### src/rtl/core/fxalu_pkg.sv
// ----------------------------------------------------------------------------
// fxalu_pkg
// Shared types, opcodes, widths and the divider step for the Q24.8 ALU.
// ----------------------------------------------------------------------------
package fxalu_pkg;

  // number format
  localparam int unsigned DATA_W    = 32;
  localparam int unsigned FRAC_BITS = 8;

  // divider geometry: dividend is |a| << FRAC_BITS, two quotient bits per stage
  localparam int unsigned DVD_W     = DATA_W + FRAC_BITS;
  localparam int unsigned DIV_STEPS = (DVD_W + 1) / 2;
  localparam int unsigned DVD_PAD   = 2 * DIV_STEPS;

  // queue between front and back
  localparam int unsigned QUEUE_DEPTH = 2;
  localparam int unsigned QPTR_W      = $clog2(QUEUE_DEPTH);
  localparam int unsigned QCNT_W      = $clog2(QUEUE_DEPTH + 1);

  // start-to-strobe latency: front reg, queue, back entry, divider, output reg
  localparam int unsigned ALU_LATENCY = DIV_STEPS + 4;

  typedef enum logic [3:0] {
    OP_ADD      = 4'd0,
    OP_SUB      = 4'd1,
    OP_MUL      = 4'd2,
    OP_DIV      = 4'd3,
    OP_INC      = 4'd4,
    OP_DEC      = 4'd5,
    OP_LT       = 4'd6,
    OP_GT       = 4'd7,
    OP_LE       = 4'd8,
    OP_GE       = 4'd9,
    OP_EQ       = 4'd10,
    OP_NE       = 4'd11,
    OP_MIN      = 4'd12,
    OP_MAX      = 4'd13,
    OP_TO_INT   = 4'd14,
    OP_FROM_INT = 4'd15
  } op_e;

  typedef enum logic [1:0] {
    KIND_ALU = 2'd0,
    KIND_MUL = 2'd1,
    KIND_DIV = 2'd2
  } kind_e;

  typedef struct packed {
    logic [3:0]               op;
    logic signed [DATA_W-1:0] operand_a;
    logic signed [DATA_W-1:0] operand_b;
  } alu_req_t;

  typedef struct packed {
    logic signed [DATA_W-1:0] result;
    logic                     compare_true;
    logic                     divide_by_zero;
  } alu_rsp_t;

  // classified transaction handed from front to back
  typedef struct packed {
    alu_req_t req;
    kind_e    kind;
    logic     div_zero;
  } issue_t;

  typedef struct packed {
    logic [DATA_W-1:0]  rem;
    logic [DVD_PAD-1:0] work;
  } div_step_t;

  // one restoring step: shift the next dividend bit out of work and a quotient bit into it
  function automatic div_step_t div_step(input logic [DATA_W-1:0]  rem,
                                         input logic [DVD_PAD-1:0] work,
                                         input logic [DATA_W-1:0]  dvs);
    logic [DATA_W:0] trial;
    logic [DATA_W:0] diff;
    div_step_t       r;
    trial = {rem, work[DVD_PAD-1]};
    diff  = trial - {1'b0, dvs};
    if (trial >= {1'b0, dvs}) begin
      r.rem  = diff[DATA_W-1:0];
      r.work = {work[DVD_PAD-2:0], 1'b1};
    end else begin
      r.rem  = trial[DATA_W-1:0];
      r.work = {work[DVD_PAD-2:0], 1'b0};
    end
    return r;
  endfunction

endpackage

### src/rtl/core/fxalu_front.sv
// ----------------------------------------------------------------------------
// fxalu_front
// Takes transactions on the start/busy handshake and classifies them.
// ----------------------------------------------------------------------------
module fxalu_front (
  input  logic               clk_i,
  input  logic               rst_ni,
  input  logic               start_i,
  output logic               busy_o,
  input  fxalu_pkg::alu_req_t req_i,
  input  logic               q_full_i,
  output logic               push_o,
  output fxalu_pkg::issue_t  issue_o
);
  import fxalu_pkg::*;

  logic     valid_q, valid_d;
  issue_t   issue_q, issue_d;
  logic     accept;

  // handshake
  assign push_o  = valid_q && !q_full_i;
  assign busy_o  = valid_q && q_full_i;
  assign accept  = start_i && !busy_o;
  assign issue_o = issue_q;

  // classify the incoming transaction
  always_comb begin
    issue_d.req      = req_i;
    issue_d.div_zero = 1'b0;
    case (op_e'(req_i.op))
      OP_MUL:  issue_d.kind = KIND_MUL;
      OP_DIV: begin
        issue_d.kind     = KIND_DIV;
        issue_d.div_zero = (req_i.operand_b == '0);
      end
      default: issue_d.kind = KIND_ALU;
    endcase
  end

  assign valid_d = accept || (valid_q && !push_o);

  // control state
  always_ff @(posedge clk_i or negedge rst_ni) begin
    if (!rst_ni) begin
      valid_q <= 1'b0;
    end else begin
      valid_q <= valid_d;
    end
  end

  // payload
  always_ff @(posedge clk_i) begin
    if (accept) begin
      issue_q <= issue_d;
    end
  end

endmodule

### config.mk
export PLATFORM = sky130hd
export DESIGN_NAME = fxalu_front
export DESIGN_NICKNAME = d
export VERILOG_FILES = /design/src/rtl/core/fxalu_pkg.sv /design/src/rtl/core/fxalu_front.sv
export SDC_FILE = /design/constraint.sdc
export NUM_CORES = 1
export LEC_CHECK = 0
export BUFFER_PORTS_ARGS = -buffer_cell sky130_fd_sc_hd__buf_2
export CAP_MARGIN = 20
export CORE_MARGIN = 2
export CORE_UTILIZATION = 30
export DETAILED_ROUTE_END_ITERATION = 10
export PLACE_DENSITY = 0.57
export SYNTH_ARGS = -nofsm -noshare
export SYNTH_HDL_FRONTEND = slang
export SYNTH_SLANG_ARGS = --single-unit
### constraint.sdc
create_clock -name clk_i -period 12.3 [get_ports clk_i]
set_input_delay 0.615 -clock clk_i [delete_from_list [all_inputs] [get_ports clk_i]]
set_output_delay 0.615 -clock clk_i [all_outputs]
set_load 0.05 [all_outputs]
==> results of run 1 <==
## cells by family (layout without fill, tap and decap cells)
group / after synthesis / count (layout) / share of synthesized area
buffers and inverters: 1 / 162 / 0.00164
flip-flops: 72 / 72 / 0.943
AND/OR/NAND/NOR: 19 / 19 / 0.0553
## final timing paths
check / end / depth (start not counted)
setup / recovery: busy_o / 3
hold / removal: valid_q / 1
setup reg to reg: issue_o[17] / 3
hold reg to reg: valid_q / 2
max in group asynchronous: valid_q / 1
min in group clk_i: issue_o[64] / 1
## routing by layer
metal | GRT usage | vias to the layer above
met1 | 0.132 | 661
li1 | - | 685
met4 | 0.0568 | 0
met5 | 0 | -
met3 | 0.0539 | 8
met2 | 0.185 | 87
## worst max-delay path: stages
cell	delay (ps)
buf_2	80
and2_1	190
buf_2	290
## metrics by stage
| stage | utilization | area (um2) |
|---|---|---|
| 2_1_floorplan | - | 2290 |
| 3_3_place_gp | 0.429 | 3150 |
| 3_5_place_dp | 0.429 | 3150 |
| 4_1_cts | 0.456 | 3340 |
| 5_1_grt | 0.456 | 3340 |
| 6_report | 0.456 | 3340 |
## registers in the layout, indices dropped and copies added (netlist names)
signal,count
valid_q,1
issue_o,71
## Yosys cell counts
| library cell | count | area (um2) |
|---|---|---|
| nand3_1 | 1 | 5.00 |
| nand2_1 | 1 | 3.75 |
| nor3_2 | 1 | 10.0 |
| nand4_1 | 2 | 12.5 |
| nor4_1 | 6 | 37.5 |
| nor2_1 | 2 | 7.51 |
| dfrtp_1 | 1 | 25.0 |
| and2_1 | 1 | 6.26 |
| nor2b_1 | 2 | 12.5 |
| edfxtp_1 | 71 | 2130 |
| nor4_2 | 2 | 25.0 |
| inv_1 | 1 | 3.75 |
| or2_2 | 1 | 6.26 |
## cell type report
cell class,instances,area (um2),share of cell area
tap,99,124,0.0371
inverter,1,3.75,0.00112
multi-input combinational,19,134,0.0400
timing repair buffer,145,728,0.218
sequential,72,2160,0.645
clock buffer,10,128,0.0382
clock inverter,6,68.8,0.0206
## power groups by stage
stage	sequential (mW)	clock (mW)	combinational [mW]
final	0.288	0.183	0.0790
after global routing	0.290	0.198	0.0828
after CTS	0.289	0.188	0.0799
after floorplan	0.340	0	0.00739
after global placement	0.294	0	0.0795
after detailed placement	0.294	0	0.0800
==> results by group, run 1 <==
Floorplan
  • Core area: 0.00733 mm2
  • Num rows: 31
  • I/O Pins: 145
  • Die width: 91.3 um
  • Initial Util: 0.312
  • Full die area: 0.00834 mm2
  • Die Ht: 91.3 um

Power
  • P_int: 0.398 mW
  • Gate power share: 0.144
  • Sw Share: 0.277
  • Lkg Pwr: 1.40 nW
  • PD cells: 165 mW/mm2
  • Psw: 0.152 mW
  • Clk pwr share: 0.332
  • Power Total: 0.550 mW
  • Worst VDD drop: 0.0000677 V
  • Reg power frac: 0.524

Logic synthesis
  • Unique masters post-synth: 13
  • Yosys warning count: 0
  • Mapped Cells: 92
  • Synth Cell Area: 0.00229 mm2
  • #FFs+latches synth: 72
  • Register area share after synthesis: 0.943
  • Syn_nets: 164
  • Avg Cell Area, Syn: 24.9 um2

Status
  • Status: completed

Clocking
  • Clock tree buffer depth: 2
  • CTS tree: done
  • Clock latency at the later pin of the worst-skew pair: 340 ps
  • Post-CTS Hold Fix Bufs: 0
  • Setup Buffers After CTS: 0
  • CTS Buf Count: 9
  • Clock-pin slew on the worst setup and hold paths: 80 ps
  • Post_cts resized: 0
  • Clk sinks: 72
  • CTS root buf: clkbuf_8
  • H-tree depth: 3

Critical path
  • Critical path type: input port to primary output
  • Crit path launch type: input port
  • Required time worst endpoint: 11690 ps
  • RR Startpoint: valid_q
  • R2R setup slack: 10570 ps
  • CP arrival: 1170 ps
  • Worst Setup SP: q_full_i
  • CP endpoint kind: primary output
  • Crit Path Max Fanout: 3

Worst hold path
  • Worst Hold Class: input port to asynchronous set/reset pin

Routing
  • Length of routed met2 wiring: 2.36 mm
  • Met1 wire length: 1.98 mm
  • Post-route DRC: 0
  • Post-DR vias/cell: 4.09
  • Top Metal Used: met4
  • Vias: 1441
  • Routed Wire Length: 4.92 mm
  • WL/cell: 14.0 um
  • DRT Pass-1 Iters: 4
  • Initial DRC count: 33
  • WL met3: 491 um
  • Routed Antenna Nets: 0

Timing
  • Final Cycle Share: 0.145
  • Fin. Hold Viols: 0
  • Final WS setup: 10510 ps
  • Slew Limit Fails: 0
  • Peak Freq: 559 MHz
  • Relative slew slack: 0.424
  • Worst-Margin Slew: 865 ps
  • RSZ-0062 raised after global routing: false
  • Hold slack: 34.7 ps
  • Post-Route Setup TNS: 0 ps
  • Period minus WS final: 1790 ps
  • Clk_skew: 7.68 ps
  • Setup violations, final: 0

Global route
  • First-pass GRT wire length: 7.05 mm
  • Vias in the first global route: 1410
  • Pin count of the biggest net entering global routing: 72
  • Remaining global-route overflow: 0
  • GRT Total Usage: 0.116
  • Initial antenna violation count: 0

Placement
  • Global placement routability congestion: 0.709
  • I/O Buffers: 144
  • Cells after DPL: 336
  • Hpwl dp: 3.70 mm
  • Setup WS pre-CTS: 10170 ps

Cells and area
  • Final net count: 320
  • Fill cells: 685
  • Most common cell after layout, fill and taps aside: buf_2
  • Non-Filler Instances: 352
  • Most frequent cells in the layout: buf_2 (144), edfxtp_1 (71), clkbuf_8 (9)
  • Antenna cells: 0
  • Share of layout cells above drive strength 1: 0.652
  • Area Overhead vs Synth: 46.2%

Run
  • Maxcap violations: 0
No activity file was read; power rests on OpenSTA's default activity.
==> inputs of run 2 (changes only) <==
--- a/config.mk
+++ b/config.mk
@@ -5,12 +5,13 @@
 export SDC_FILE = /design/constraint.sdc
 export NUM_CORES = 1
 export LEC_CHECK = 0
+export ABC_AREA = 1
 export BUFFER_PORTS_ARGS = -buffer_cell sky130_fd_sc_hd__buf_2
 export CAP_MARGIN = 20
 export CORE_MARGIN = 2
 export CORE_UTILIZATION = 30
 export DETAILED_ROUTE_END_ITERATION = 10
-export PLACE_DENSITY = 0.57
+export PLACE_DENSITY = 0.59
 export SYNTH_ARGS = -nofsm -noshare
 export SYNTH_HDL_FRONTEND = slang
 export SYNTH_SLANG_ARGS = --single-unit
==> constraint.sdc (replaced) <==
create_clock -name clk_i -period 1.6 [get_ports clk_i]
set_input_delay 0.08 -clock clk_i [delete_from_list [all_inputs] [get_ports clk_i]]
set_output_delay 0.08 -clock clk_i [all_outputs]
set_load 0.05 [all_outputs]
==> results by group, run 2 <==
Power
  • Worst VDD drop: 0.000543 V
  • Lkg Pwr: 1.73 nW
  • PD cells: 1020 mW/mm2

Placement
  • I/O Buffers: 144
  • Setup WS pre-CTS: 368 ps
  • Placed inst area: 0.00323 mm2
  • Cells after DPL: 363
  • Hpwl dp: 3.63 mm
  • Global placement routability congestion: 0.721

Timing
  • Slew Limit Fails: 0
  • Clk_skew: 7.09 ps
  • Fin. Hold Viols: 0
  • Final Cycle Share: 0.780
  • Setup violations, final: 0
  • Peak Freq: 801 MHz
  • Relative slew slack: 0.822
  • Hold slack: 45.4 ps
  • Worst-Margin Slew: 269 ps
  • RSZ-0062 raised after global routing: false
  • Period minus WS final: 1250 ps
  • Final WS setup: 352 ps

Cells and area
  • Antenna cells: 0
  • Most common cell after layout, fill and taps aside: buf_2
  • Non-Filler Instances: 450
  • Final net count: 415
  • Fin area: 0.00412 mm2
  • Most frequent cells in the layout: buf_2 (144), dlygate4sd3_1 (71), edfxtp_1 (71)
  • Area Overhead vs Synth: 76.1%
  • Fill cells: 608
  • Max reg flops: 71
  • Share of layout cells above drive strength 1: 0.477

Critical path
  • Setup crit end: issue_o[41]
  • Crit path launch type: flip-flop
  • R2R setup slack: 350 ps
  • Worst Setup SP: valid_q
  • Crit Path Max Fanout: 39
  • CP arrival: 1270 ps
  • Worst r2r dst: issue_o[41]
  • WP buf/inv: 2
  • Critical path type: flip-flop to flip-flop
  • Slowest cell on crit path: dfrtp_1
  • Reg2Reg Depth: 4
  • Required time worst endpoint: 1620 ps
  • Worst path depth: 4
  • Crit path largest cell delay: 380 ps
  • RR Startpoint: valid_q
  • Crit path max-delay family: flip-flops
  • CP endpoint kind: flip-flop
  • CP cell instances: nand2_1, inv_1, nor2_4, buf_12

Logic synthesis
  • Avg Cell Area, Syn: 20.3 um2
  • Share of the synthesized area in the top cell type: 0.912
  • #FFs+latches synth: 72
  • EDFF count, synth: 71
  • Post-synth ARST share: 0.0139
  • Mapped Cells: 115
  • Synth Cell Area: 0.00234 mm2
  • Register area share after synthesis: 0.923
  • Primary FF master, synth: edfxtp_1
  • Most frequent cell after synthesis: edfxtp_1
  • Syn_nets: 187
  • Top cells by count, synth: edfxtp_1 (71), nor2_1 (23), nand2_1 (12)
  • Post-synth top area cell: edfxtp_1
  • Yosys warning count: 0
  • Unique masters post-synth: 8
  • Top cells by area, synth: edfxtp_1 (91%), nor2_1 (3.7%), nand2_1 (1.9%)

Clocking
  • Clk sinks: 72
  • Clock tree buffer depth: 2
  • Setup Buffers After CTS: 0
  • Clock latency at the later pin of the worst-skew pair: 330 ps
  • H-tree depth: 3
  • CTS root buf: clkbuf_8
  • CTS tree: done
  • CTS Buf Count: 9
  • Clock-pin slew on the worst setup and hold paths: 70 ps

Routing
  • Post-route DRC: 0
  • Routed Wire Length: 5.92 mm
  • Routed Antenna Nets: 0
  • Post-DR vias/cell: 4.06
  • Vias: 1828
  • Initial DRC count: 43
  • WL/cell: 13.2 um
  • DRT Pass-1 Iters: 4

Worst hold path
  • Worst Hold Class: input port to asynchronous set/reset pin

Floorplan
  • Die Ht: 92.3 um
  • Num rows: 32
  • Initial Util: 0.306
  • Core area: 0.00765 mm2
  • Full die area: 0.00851 mm2
  • Die width: 92.3 um
  • I/O Pins: 145

Global route
  • Remaining global-route overflow: 0
  • GRT Total Usage: 0.140
  • First-pass GRT wire length: 8.79 mm
  • Pin count of the biggest net entering global routing: 40
  • Initial antenna violation count: 0
  • Vias in the first global route: 1936

Status
  • Status: completed

Run
  • Maxcap violations: 0
run 2: cell types whose count changed after synthesis, moves of 3 or more:
cell / before / now
nor2_1: 2 / 23
nand2_1: 1 / 12
inv_1: 1 / 4
nor4_1: 6 / 0
run 2: stage by stage:
step,power [mW],setup TNS (ps),utilization
after global routing,4.37,0,0.538
after global placement,2.89,0,0.423
after detailed placement,2.89,0,0.423
after floorplan,2.68,-41990,-
after CTS,4.25,0,0.538
final,4.21,0,0.538
run 2: worst min path at each step:
stage	startpoint	endpoint	depth (start not counted)
global placement	rst_ni	valid_q	1
floorplan	rst_ni	valid_q	0
global route	rst_ni	valid_q	2
detailed placement	rst_ni	valid_q	1
finish	rst_ni	valid_q	2
CTS	rst_ni	valid_q	2
run 2: area by class of cell:
cell class	instances	area (um2)	share of cell area
sequential	72	2160	0.524
tap	102	128	0.0310
multi-input combinational	39	173	0.0419
inverter	4	15.0	0.00365
clock buffer	9	124	0.0301
clock inverter	7	48.8	0.0119
timing repair buffer	217	1470	0.357
run 2: per-layer routing:
metal	GRT usage	part of all wire
met3	0.0575	0.089
met2	0.249	0.52
met1	0.137	0.37
met5	0	0
met4	0.0821	0.028
run 2: power breakdown:
group	switching, mW	total [mW]	leakage, nW	internal [mW]
Sequential	0.0241	2.22	0.688	2.19
Clock	0.660	1.22	0.0789	0.558
Combinational	0.510	0.772	0.964	0.262
run 2: kinds of logic (layout without fill, tap and decap cells):
family,count (synthesis),after routing,synth area share
DFF,72,72,0.923
and+or+nand+nor,39,39,0.0707
buffers and inverters,4,237,0.00642
run 2: what timing repair did:
| item | in CTS | in global routing |
|---|---|---|
| hold buffers | 71 | 0 |
| resized for setup | 0 | 0 |
| hold endpoints to repair | 70 | 0 |
