## config.mk

```make
export PLATFORM = sky130hd
export DESIGN_NAME = fxalu_queue
export DESIGN_NICKNAME = d
export VERILOG_FILES = /design/src/rtl/core/fxalu_pkg.sv /design/src/rtl/core/fxalu_queue.sv
export SDC_FILE = /design/constraint.sdc
export NUM_CORES = 1
export LEC_CHECK = 0
export BUFFER_PORTS_ARGS = -buffer_cell sky130_fd_sc_hd__buf_2
export CAP_MARGIN = 20
export CORE_MARGIN = 2
export CORE_UTILIZATION = 45
export DETAILED_ROUTE_END_ITERATION = 8
export PLACE_DENSITY = 0.78
export SLEW_MARGIN = 20
export SYNTH_ARGS = -nofsm -noshare
export SYNTH_HDL_FRONTEND = slang
export SYNTH_SLANG_ARGS = --single-unit
```

## constraint.sdc

```tcl
create_clock -name clk_i -period 5.3 [get_ports clk_i]
set_input_delay 0.53 -clock clk_i [delete_from_list [all_inputs] [get_ports clk_i]]
set_output_delay 0.53 -clock clk_i [all_outputs]
set_load 0.03 [all_outputs]
```

## src/rtl/core/fxalu_pkg.sv

```systemverilog
// ----------------------------------------------------------------------------
// fxalu_pkg
// Shared types, opcodes, widths and the divider step for the Q24.8 ALU.
// ----------------------------------------------------------------------------
package fxalu_pkg;

  // number format
  localparam int unsigned DATA_W    = 32;
  localparam int unsigned FRAC_BITS = 8;

  // divider geometry: dividend is |a| << FRAC_BITS, two quotient bits per stage
  localparam int unsigned DVD_W     = DATA_W + FRAC_BITS;
  localparam int unsigned DIV_STEPS = (DVD_W + 1) / 2;
  localparam int unsigned DVD_PAD   = 2 * DIV_STEPS;

  // queue between front and back
  localparam int unsigned QUEUE_DEPTH = 2;
  localparam int unsigned QPTR_W      = $clog2(QUEUE_DEPTH);
  localparam int unsigned QCNT_W      = $clog2(QUEUE_DEPTH + 1);

  // start-to-strobe latency: front reg, queue, back entry, divider, output reg
  localparam int unsigned ALU_LATENCY = DIV_STEPS + 4;

  typedef enum logic [3:0] {
    OP_ADD      = 4'd0,
    OP_SUB      = 4'd1,
    OP_MUL      = 4'd2,
    OP_DIV      = 4'd3,
    OP_INC      = 4'd4,
    OP_DEC      = 4'd5,
    OP_LT       = 4'd6,
    OP_GT       = 4'd7,
    OP_LE       = 4'd8,
    OP_GE       = 4'd9,
    OP_EQ       = 4'd10,
    OP_NE       = 4'd11,
    OP_MIN      = 4'd12,
    OP_MAX      = 4'd13,
    OP_TO_INT   = 4'd14,
    OP_FROM_INT = 4'd15
  } op_e;

  typedef enum logic [1:0] {
    KIND_ALU = 2'd0,
    KIND_MUL = 2'd1,
    KIND_DIV = 2'd2
  } kind_e;

  typedef struct packed {
    logic [3:0]               op;
    logic signed [DATA_W-1:0] operand_a;
    logic signed [DATA_W-1:0] operand_b;
  } alu_req_t;

  typedef struct packed {
    logic signed [DATA_W-1:0] result;
    logic                     compare_true;
    logic                     divide_by_zero;
  } alu_rsp_t;

  // classified transaction handed from front to back
  typedef struct packed {
    alu_req_t req;
    kind_e    kind;
    logic     div_zero;
  } issue_t;

  typedef struct packed {
    logic [DATA_W-1:0]  rem;
    logic [DVD_PAD-1:0] work;
  } div_step_t;

  // one restoring step: shift the next dividend bit out of work and a quotient bit into it
  function automatic div_step_t div_step(input logic [DATA_W-1:0]  rem,
                                         input logic [DVD_PAD-1:0] work,
                                         input logic [DATA_W-1:0]  dvs);
    logic [DATA_W:0] trial;
    logic [DATA_W:0] diff;
    div_step_t       r;
    trial = {rem, work[DVD_PAD-1]};
    diff  = trial - {1'b0, dvs};
    if (trial >= {1'b0, dvs}) begin
      r.rem  = diff[DATA_W-1:0];
      r.work = {work[DVD_PAD-2:0], 1'b1};
    end else begin
      r.rem  = trial[DATA_W-1:0];
      r.work = {work[DVD_PAD-2:0], 1'b0};
    end
    return r;
  endfunction

endpackage

```

## src/rtl/core/fxalu_queue.sv

```systemverilog
// ----------------------------------------------------------------------------
// fxalu_queue
// Small FIFO between the front and the back of the ALU.
// ----------------------------------------------------------------------------
module fxalu_queue (
  input  logic              clk_i,
  input  logic              rst_ni,
  input  logic              push_i,
  input  fxalu_pkg::issue_t data_i,
  output logic              full_o,
  input  logic              pop_i,
  output logic              valid_o,
  output fxalu_pkg::issue_t data_o
);
  import fxalu_pkg::*;

  issue_t            mem_q [QUEUE_DEPTH];
  logic [QPTR_W-1:0] wr_ptr_q, wr_ptr_d;
  logic [QPTR_W-1:0] rd_ptr_q, rd_ptr_d;
  logic [QCNT_W-1:0] count_q, count_d;
  logic              do_push, do_pop;

  assign full_o  = (count_q == QCNT_W'(QUEUE_DEPTH));
  assign valid_o = (count_q != '0);
  assign data_o  = mem_q[rd_ptr_q];
  assign do_push = push_i && !full_o;
  assign do_pop  = pop_i && valid_o;

  // pointer and fill count update
  always_comb begin
    wr_ptr_d = do_push ? wr_ptr_q + 1'b1 : wr_ptr_q;
    rd_ptr_d = do_pop ? rd_ptr_q + 1'b1 : rd_ptr_q;
    count_d  = count_q;
    if (do_push && !do_pop) begin
      count_d = count_q + 1'b1;
    end else if (do_pop && !do_push) begin
      count_d = count_q - 1'b1;
    end
  end

  always_ff @(posedge clk_i or negedge rst_ni) begin
    if (!rst_ni) begin
      wr_ptr_q <= '0;
      rd_ptr_q <= '0;
      count_q  <= '0;
    end else begin
      wr_ptr_q <= wr_ptr_d;
      rd_ptr_q <= rd_ptr_d;
      count_q  <= count_d;
    end
  end

  // storage
  always_ff @(posedge clk_i) begin
    if (do_push) begin
      mem_q[wr_ptr_q] <= data_i;
    end
  end

endmodule

```

==> summary.md, run 1 <==
| Metric | Value |
|---|---|
| Run status | complete, no violations |
| F_max | 320 MHz |
| Post-layout minimum cycle time | 3.12 ns |
| Worst slew margin | 32.5% |
| Setup_tns | 0 ns |
| Hold-fix buffers, CTS | 1 |
| Final Setup Violations | 0 |
| Post-route DRC violation count | 0 |
| CTS root buf | clkbuf_16 |
| Period utilization | 58.9% |
| Initial antenna violation count | 1 |
| Final Wtd Congestion | 0.694 |
| CTS Buffer Depth | 2 |
| Clock power share | 27.4% |
| HP Class | in -> reg |
| Average routed wire per standard cell | 16.0 µm |
| Hold Crit Start | data_i[40] |
| Static leakage | 2.91 nW |
| Worst Clk Skew | 0.00727 ns |
| GR Util met2 | 23.6% |
| Clock sink total | 146 |
| Worst setup SP type | register |
| Die height | 116 µm |
| DR vias/cell | 4.61 |
| Syn avg cell area | 23.6 µm² |
| Final HPWL from detailed placement | 5.95 mm |
| Global-route wire length before repair | 13.9 mm |
| Die area | 13500 µm² |
| Seq pwr share | 38.3% |
| CP max FO | 44 |
| DRT Pass-1 Iters | 4 |
| Hold Vio Cnt, Final | 0 |
| Critical path capture point type | output port |
| Synth warn | 0 |
| GR Layer Usage met3 | 6.12% |
| All-layer global routing usage | 14.2% |
| Worst-margin pin slew | 1.01 ns |
| Global route hottest layer | met2 |
| DR iter-0 viols | 133 |
| Net Count, Synth | 316 |
| Gate power share | 34.3% |
| Setup repair bufs after CTS | 0 |
| Synthesis-to-finish area growth | 26.4% |
| Final wirelength | 9.39 mm |
| Critical Path Source | rd_ptr_q |
| Post-CTS Resized | 0 |
| Setup Crit Path Kind | reg -> out |
| RSZ-0062 raised after global routing | no |
| Worst skew pair latency | 0.41 ns |
| Starting Density | 45.5% |
| Congestion Overflow GR | 0 |
| Max Slew Vio Count | 0 |
| Vias | 2712 |
| H-tree depth | 4 |
| Crit path required time | 4.77 ns |
| Worst r2r src | count_q[0] |
| Vias in the first global route | 2797 |
| CTS buffer count | 17 |
| Syn Inst Count | 240 |
| Max-cap violations | 0 |
| WP data arrival | 2.59 ns |
| Core area | 12500 µm² |
| Rows | 41 |
| Met1 usage | 16.1% |
| Overall Power | 0.00456 W |
| Final net count | 478 |
| I/O pin cnt | 148 |
| Netlist cell types | 16 |
| Chip width | 116 µm |
| Clock slew at reported path FFs | 0.06 ns |
| CTS tree | built |
| Number of synthesized register bits | 146 |
| Register area share after synthesis | 76.9% |
| Net Sw Frac | 33.0% |
| Pwr dens | 635 nW/µm² |
| P_int | 0.00305 W |
| Maximum ir drop on the vdd rail | 0.000400 V |
| Syn Std Cell Area | 5670 µm² |
| Port bufs | 147 |
| Switching Power | 0.00151 W |
| Largest net degree at the start of global routing | 72 |
| Fraction of layout cells with a size suffix above 1 | 61.7% |
| DRT antenna net count | 0 |
[logic make-up after synthesis]
group	count (synthesis)	share of synthesized area, %
DFF	146	76.9
muxes	71	18.7
buffers and inverters	10	2.80
and+or+nand+nor	7	0.640
xor gates and xnor gates	5	0.772
adders and majority gates	1	0.220
[stage by stage]
| stage | hold WS (ns) | worst slack [ns] | std cells | instance area, µm² | util, % |
|---|---|---|---|---|---|
| 2_1_floorplan | 0.234 | 1.21 | 240 | 5670 | - |
| 3_3_place_gp | 0.340 | 2.59 | 553 | 6500 | 52.2 |
| 3_5_place_dp | 0.346 | 2.58 | 554 | 6530 | 52.4 |
| 4_1_cts | 0.287 | 2.13 | 587 | 7170 | 57.5 |
| 5_1_grt | 0.280 | 2.06 | 587 | 7170 | 57.5 |
| 6_report | 0.308 | 2.18 | 588 | 7170 | 57.6 |
[cell usage in the layout (no fill, tap or decap), types with 2 or more instances in the layout]
cell type / count
buf_2: 147
buf_4: 2
bufinv_16: 4
clkbuf_1: 2
clkbuf_16: 17
clkbuf_8: 3
clkinv_2: 4
clkinvlp_4: 2
dfrtp_1: 3
edfxtp_1: 142
inv_1: 2
mux2_2: 2
mux2_4: 69
xnor2_1: 3
xor2_1: 2
[power by group through the flow]
stage | sequential [W] | clock (W) | combinational, W
after floorplan | 0.00168 | 0 | 0.00139
after global placement | 0.00176 | 0 | 0.00155
after detailed placement | 0.00177 | 0 | 0.00158
after CTS | 0.00175 | 0.00128 | 0.00159
after global routing | 0.00177 | 0.00132 | 0.00166
final | 0.00174 | 0.00125 | 0.00156
[cell usage after synthesis, drive strengths merged]
master  count  area share (%)
mux2       71              19
ha          1            0.22
inv         2            0.13
or2         1            0.11
xor2        2            0.31
and3        1            0.11
xnor2       3            0.46
nand2       2            0.18
buf         8             2.7
nand2b      1            0.11
dfrtp       4             1.8
nor2        2            0.13
edfxtp    142              75
[flip-flops by register name (all words and copies together) (netlist names)]
name      cells
mem_q       142
count_q       2
rd_ptr_q      1
wr_ptr_q      1
[worst max-delay path, stage by stage (launching register included)]
cell and delay (ns):
dfrtp_4 0.95, buf_4 0.59, mux2_2 0.40, buf_2 0.18
[layout make-up]
class                      instances  area (µm²)
inverter                           2        7.51
sequential                       146        4370
antenna                            1        2.50
fill                             956        5290
multi-input combinational         84        1160
clock buffer                      22         474
tap                              172         215
clock inverter                    10         155
timing repair buffer             151         788
[metal layers]
metal	vias up	part of all wire, %
met5	-	0
met4	0	1.0
met3	8	7.1
met2	99	51
met1	1336	41
li1	1269	-
[final timing paths]
check | slack, ns | end | depth (start not counted)
setup / recovery | 2.18 | data_o[49] | 3
hold / removal | 0.31 | mem_q[1][40] | 1
setup reg to reg | 3.12 | mem_q[0][58] | 4
hold reg to reg | 0.50 | count_q[1] | 1
max in group asynchronous | 4.67 | rd_ptr_q | 2
min in group asynchronous | 0.49 | rd_ptr_q | 2
Power figures use the tool's default switching activity.
==> run 2, diff against run 1 <==
--- a/config.mk
+++ b/config.mk
@@ -5,6 +5,7 @@
 export SDC_FILE = /design/constraint.sdc
 export NUM_CORES = 1
 export LEC_CHECK = 0
+export ABC_AREA = 1
 export BUFFER_PORTS_ARGS = -buffer_cell sky130_fd_sc_hd__buf_2
 export CAP_MARGIN = 20
 export CORE_MARGIN = 2
==> constraint.sdc (replaced) <==
create_clock -name clk_i -period 3 [get_ports clk_i]
set_input_delay 0.3 -clock clk_i [delete_from_list [all_inputs] [get_ports clk_i]]
set_output_delay 0.3 -clock clk_i [all_outputs]
set_load 0.03 [all_outputs]
==> summary.md, run 2 <==
| Metric | Value |
|---|---|
| Non-filler cells, final | 719 |
| Biggest register | mem_q |
| Critical path's most frequent cell | nand2_1 |
| I/O pin cnt | 148 |
| Synth top cells by count | nand2_1 (223), edfxtp_1 (142), buf_6 (8) |
| Average routed wire per standard cell | 14.5 µm |
| Setup repair bufs after CTS | 0 |
| Net Sw Frac | 39.6% |
| DRT Pass-1 Iters | 4 |
| Synth warn | 0 |
| Setup Crit Path Kind | reg -> out |
| Crit path max-delay family | flip-flops |
| DRT antenna net count | 0 |
| Vias in the first global route | 3396 |
| Post-route DRC violation count | 0 |
| DR vias/cell | 4.77 |
| Final net count | 634 |
| Critical path capture point type | output port |
| Switching Power | 0.00306 W |
| CTS tree | built |
| Maximum ir drop on the vdd rail | 0.000649 V |
| Worst setup SP type | register |
| Rows | 40 |
| Die area | 13000 µm² |
| F_max | 406 MHz |
| Overall Power | 0.00774 W |
| Hold Vio Cnt, Final | 0 |
| Crit path required time | 2.70 ns |
| Slowest CP cell | dfrtp_2 |
| Clock slew at reported path FFs | 0.06 ns |
| Starting Density | 45.6% |
| Final Wtd Congestion | 0.740 |
| CTS Buffer Depth | 2 |
| Static leakage | 2.98 nW |
| Die height | 114 µm |
| DR iter-0 viols | 254 |
| Count leader, synth | nand2_1 |
| Run status | complete, no violations |
| Commonest non-fill, non-tap cell in the layout | nand2_1 |
| Chip width | 114 µm |
| Most frequent cells in the layout | nand2_1 (223), buf_2 (147), edfxtp_1 (142) |
| Synthesis-to-finish area growth | 26.3% |
| Global-route wire length before repair | 16.0 mm |
| Worst Clk Skew | 0.00505 ns |
| Worst slew margin | 50.2% |
| Final Setup Violations | 0 |
| Crit path largest cell delay | 0.85 ns |
| Register area share after synthesis | 80.4% |
| Setup_tns | 0 ns |
| Vias | 3429 |
| Final wirelength | 10.4 mm |
| CP Buf/Inv Count | 2 |
| Critical-path cell list | buf_4 -> nand2_1 -> nand2_1 -> buf_2 |
| CP max FO | 37 |
| Congestion Overflow GR | 0 |
| WP data arrival | 2.16 ns |
| Period utilization | 82.1% |
| Fraction of registers with async set/reset | 2.74% |
| Gate power share | 35.8% |
| Number of synthesized register bits | 146 |
| Initial antenna violation count | 1 |
| Leading registers by flop count | mem_q: 142 flops, count_q: 2 flops |
| H-tree depth | 4 |
| Pwr dens | 1130 nW/µm² |
| HP Class | in -> reg |
| Max Slew Vio Count | 0 |
| Final HPWL from detailed placement | 6.58 mm |
| Main synth FF type | edfxtp_1 |
| CTS root buf | clkbuf_16 |
| Worst skew pair latency | 0.40 ns |
| Yosys top cell by area | edfxtp_1 |
| All-layer global routing usage | 16.5% |
| Post-layout minimum cycle time | 2.46 ns |
| Syn avg cell area | 13.5 µm² |
| Port bufs | 147 |
| Number of synthesized flops with an enable pin | 142 |
| Largest cells by area after synthesis | edfxtp_1 (79%), nand2_1 (15%), dfrtp_1 (1.8%) |
| Max FFs per register | 142 |
| Max-cap violations | 0 |
| Core area | 11900 µm² |
| Placed cell count | 685 |
| Clock sink total | 146 |
| P_int | 0.00468 W |
| Syn Std Cell Area | 5430 µm² |
| Netlist cell types | 16 |
| Seq pwr share | 38.5% |
| Clock power share | 25.7% |
| Fraction of layout cells with a size suffix above 1 | 32.9% |
| Net Count, Synth | 478 |
| Syn Inst Count | 402 |
| RSZ-0062 raised after global routing | no |
| Synth top area share | 78.5% |
| Largest net degree at the start of global routing | 73 |
| CTS buffer count | 17 |
| Worst-margin pin slew | 0.746 ns |
-- run 2: power by group through the flow --
stage	Sequential [W]	Combinational [W]	Clock [W]
3_3_place_gp	0.00300	0.00277	0
6_report	0.00298	0.00277	0.00199
3_5_place_dp	0.00302	0.00281	0
4_1_cts	0.00298	0.00282	0.00203
2_1_floorplan	0.00293	0.00213	0
5_1_grt	0.00302	0.00302	0.00212
-- run 2: logic make-up (layout without fill, tap and decap cells) --
family	after synthesis	after routing	share of synthesized area (%)
fa+ha+maj	1	1	0.230
xor+xnor	1	1	0.161
flops	146	146	80.4
simple gates	230	230	16.1
other cells	0	1	0
compound gates	1	1	0.0921
buf+inv	23	192	3.00
-- run 2: worst paths after layout --
| path | start | end | slack [ns] | cells past startpoint |
|---|---|---|---|---|
| max | rd_ptr_q | data_o[10] | 0.54 | 4 |
| min | data_i[63] | mem_q[1][63] | 0.08 | 1 |
| max reg2reg | count_q[1] | mem_q[0][19] | 1.34 | 6 |
| min reg2reg | count_q[1] | count_q[1] | 0.48 | 2 |
| max in group asynchronous | rst_ni | rd_ptr_q | 2.63 | 2 |
| min in group asynchronous | rst_ni | rd_ptr_q | 0.24 | 2 |
-- run 2: through the flow --
step	cell area [µm²]	util (%)	worst slack [ns]	hold slack (ns)
6_report	6860	57.6	0.538	0.0811
5_1_grt	6850	57.5	0.372	0.0607
4_1_cts	6850	57.5	0.474	0.0596
3_5_place_dp	6270	52.7	0.916	0.113
3_3_place_gp	6270	52.7	0.953	0.109
2_1_floorplan	5430	-	0.118	0.00441
-- run 2: worst reg2reg max path, delay by kind of cell, from the launching register on --
kind | cells | cell delay (ns)
buffers and inverters | 3 | 0.63
flip-flops | 1 | 0.37
AND/OR/NAND/NOR | 3 | 0.27
-- run 2: per-layer routing --
| layer | vias to the layer above | track usage [%] | part of all wire (%) |
|---|---|---|---|
| met1 | 1631 | 18.0 | 40 |
| li1 | 1667 | - | - |
| met2 | 115 | 29.0 | 52 |
| met4 | 0 | 7.07 | 1.5 |
| met5 | - | 0 | 0 |
| met3 | 16 | 5.90 | 6.8 |
-- run 2: cell type report --
class,instances,area [µm²]
Sequential cell,146,4370
Antenna cell,1,2.50
Clock inverter,14,141
Tap cell,147,184
Fill cell,953,5060
Timing Repair Buffer,152,788
Multi-Input combinational cell,233,910
Clock buffer,18,429
Inverter,8,35.0
-- run 2: repair_timing --
item / in CTS / in global routing
gates resized for setup: 0 / 0
hold buffers: 1 / 0
hold endpoints to repair: 4 / 0
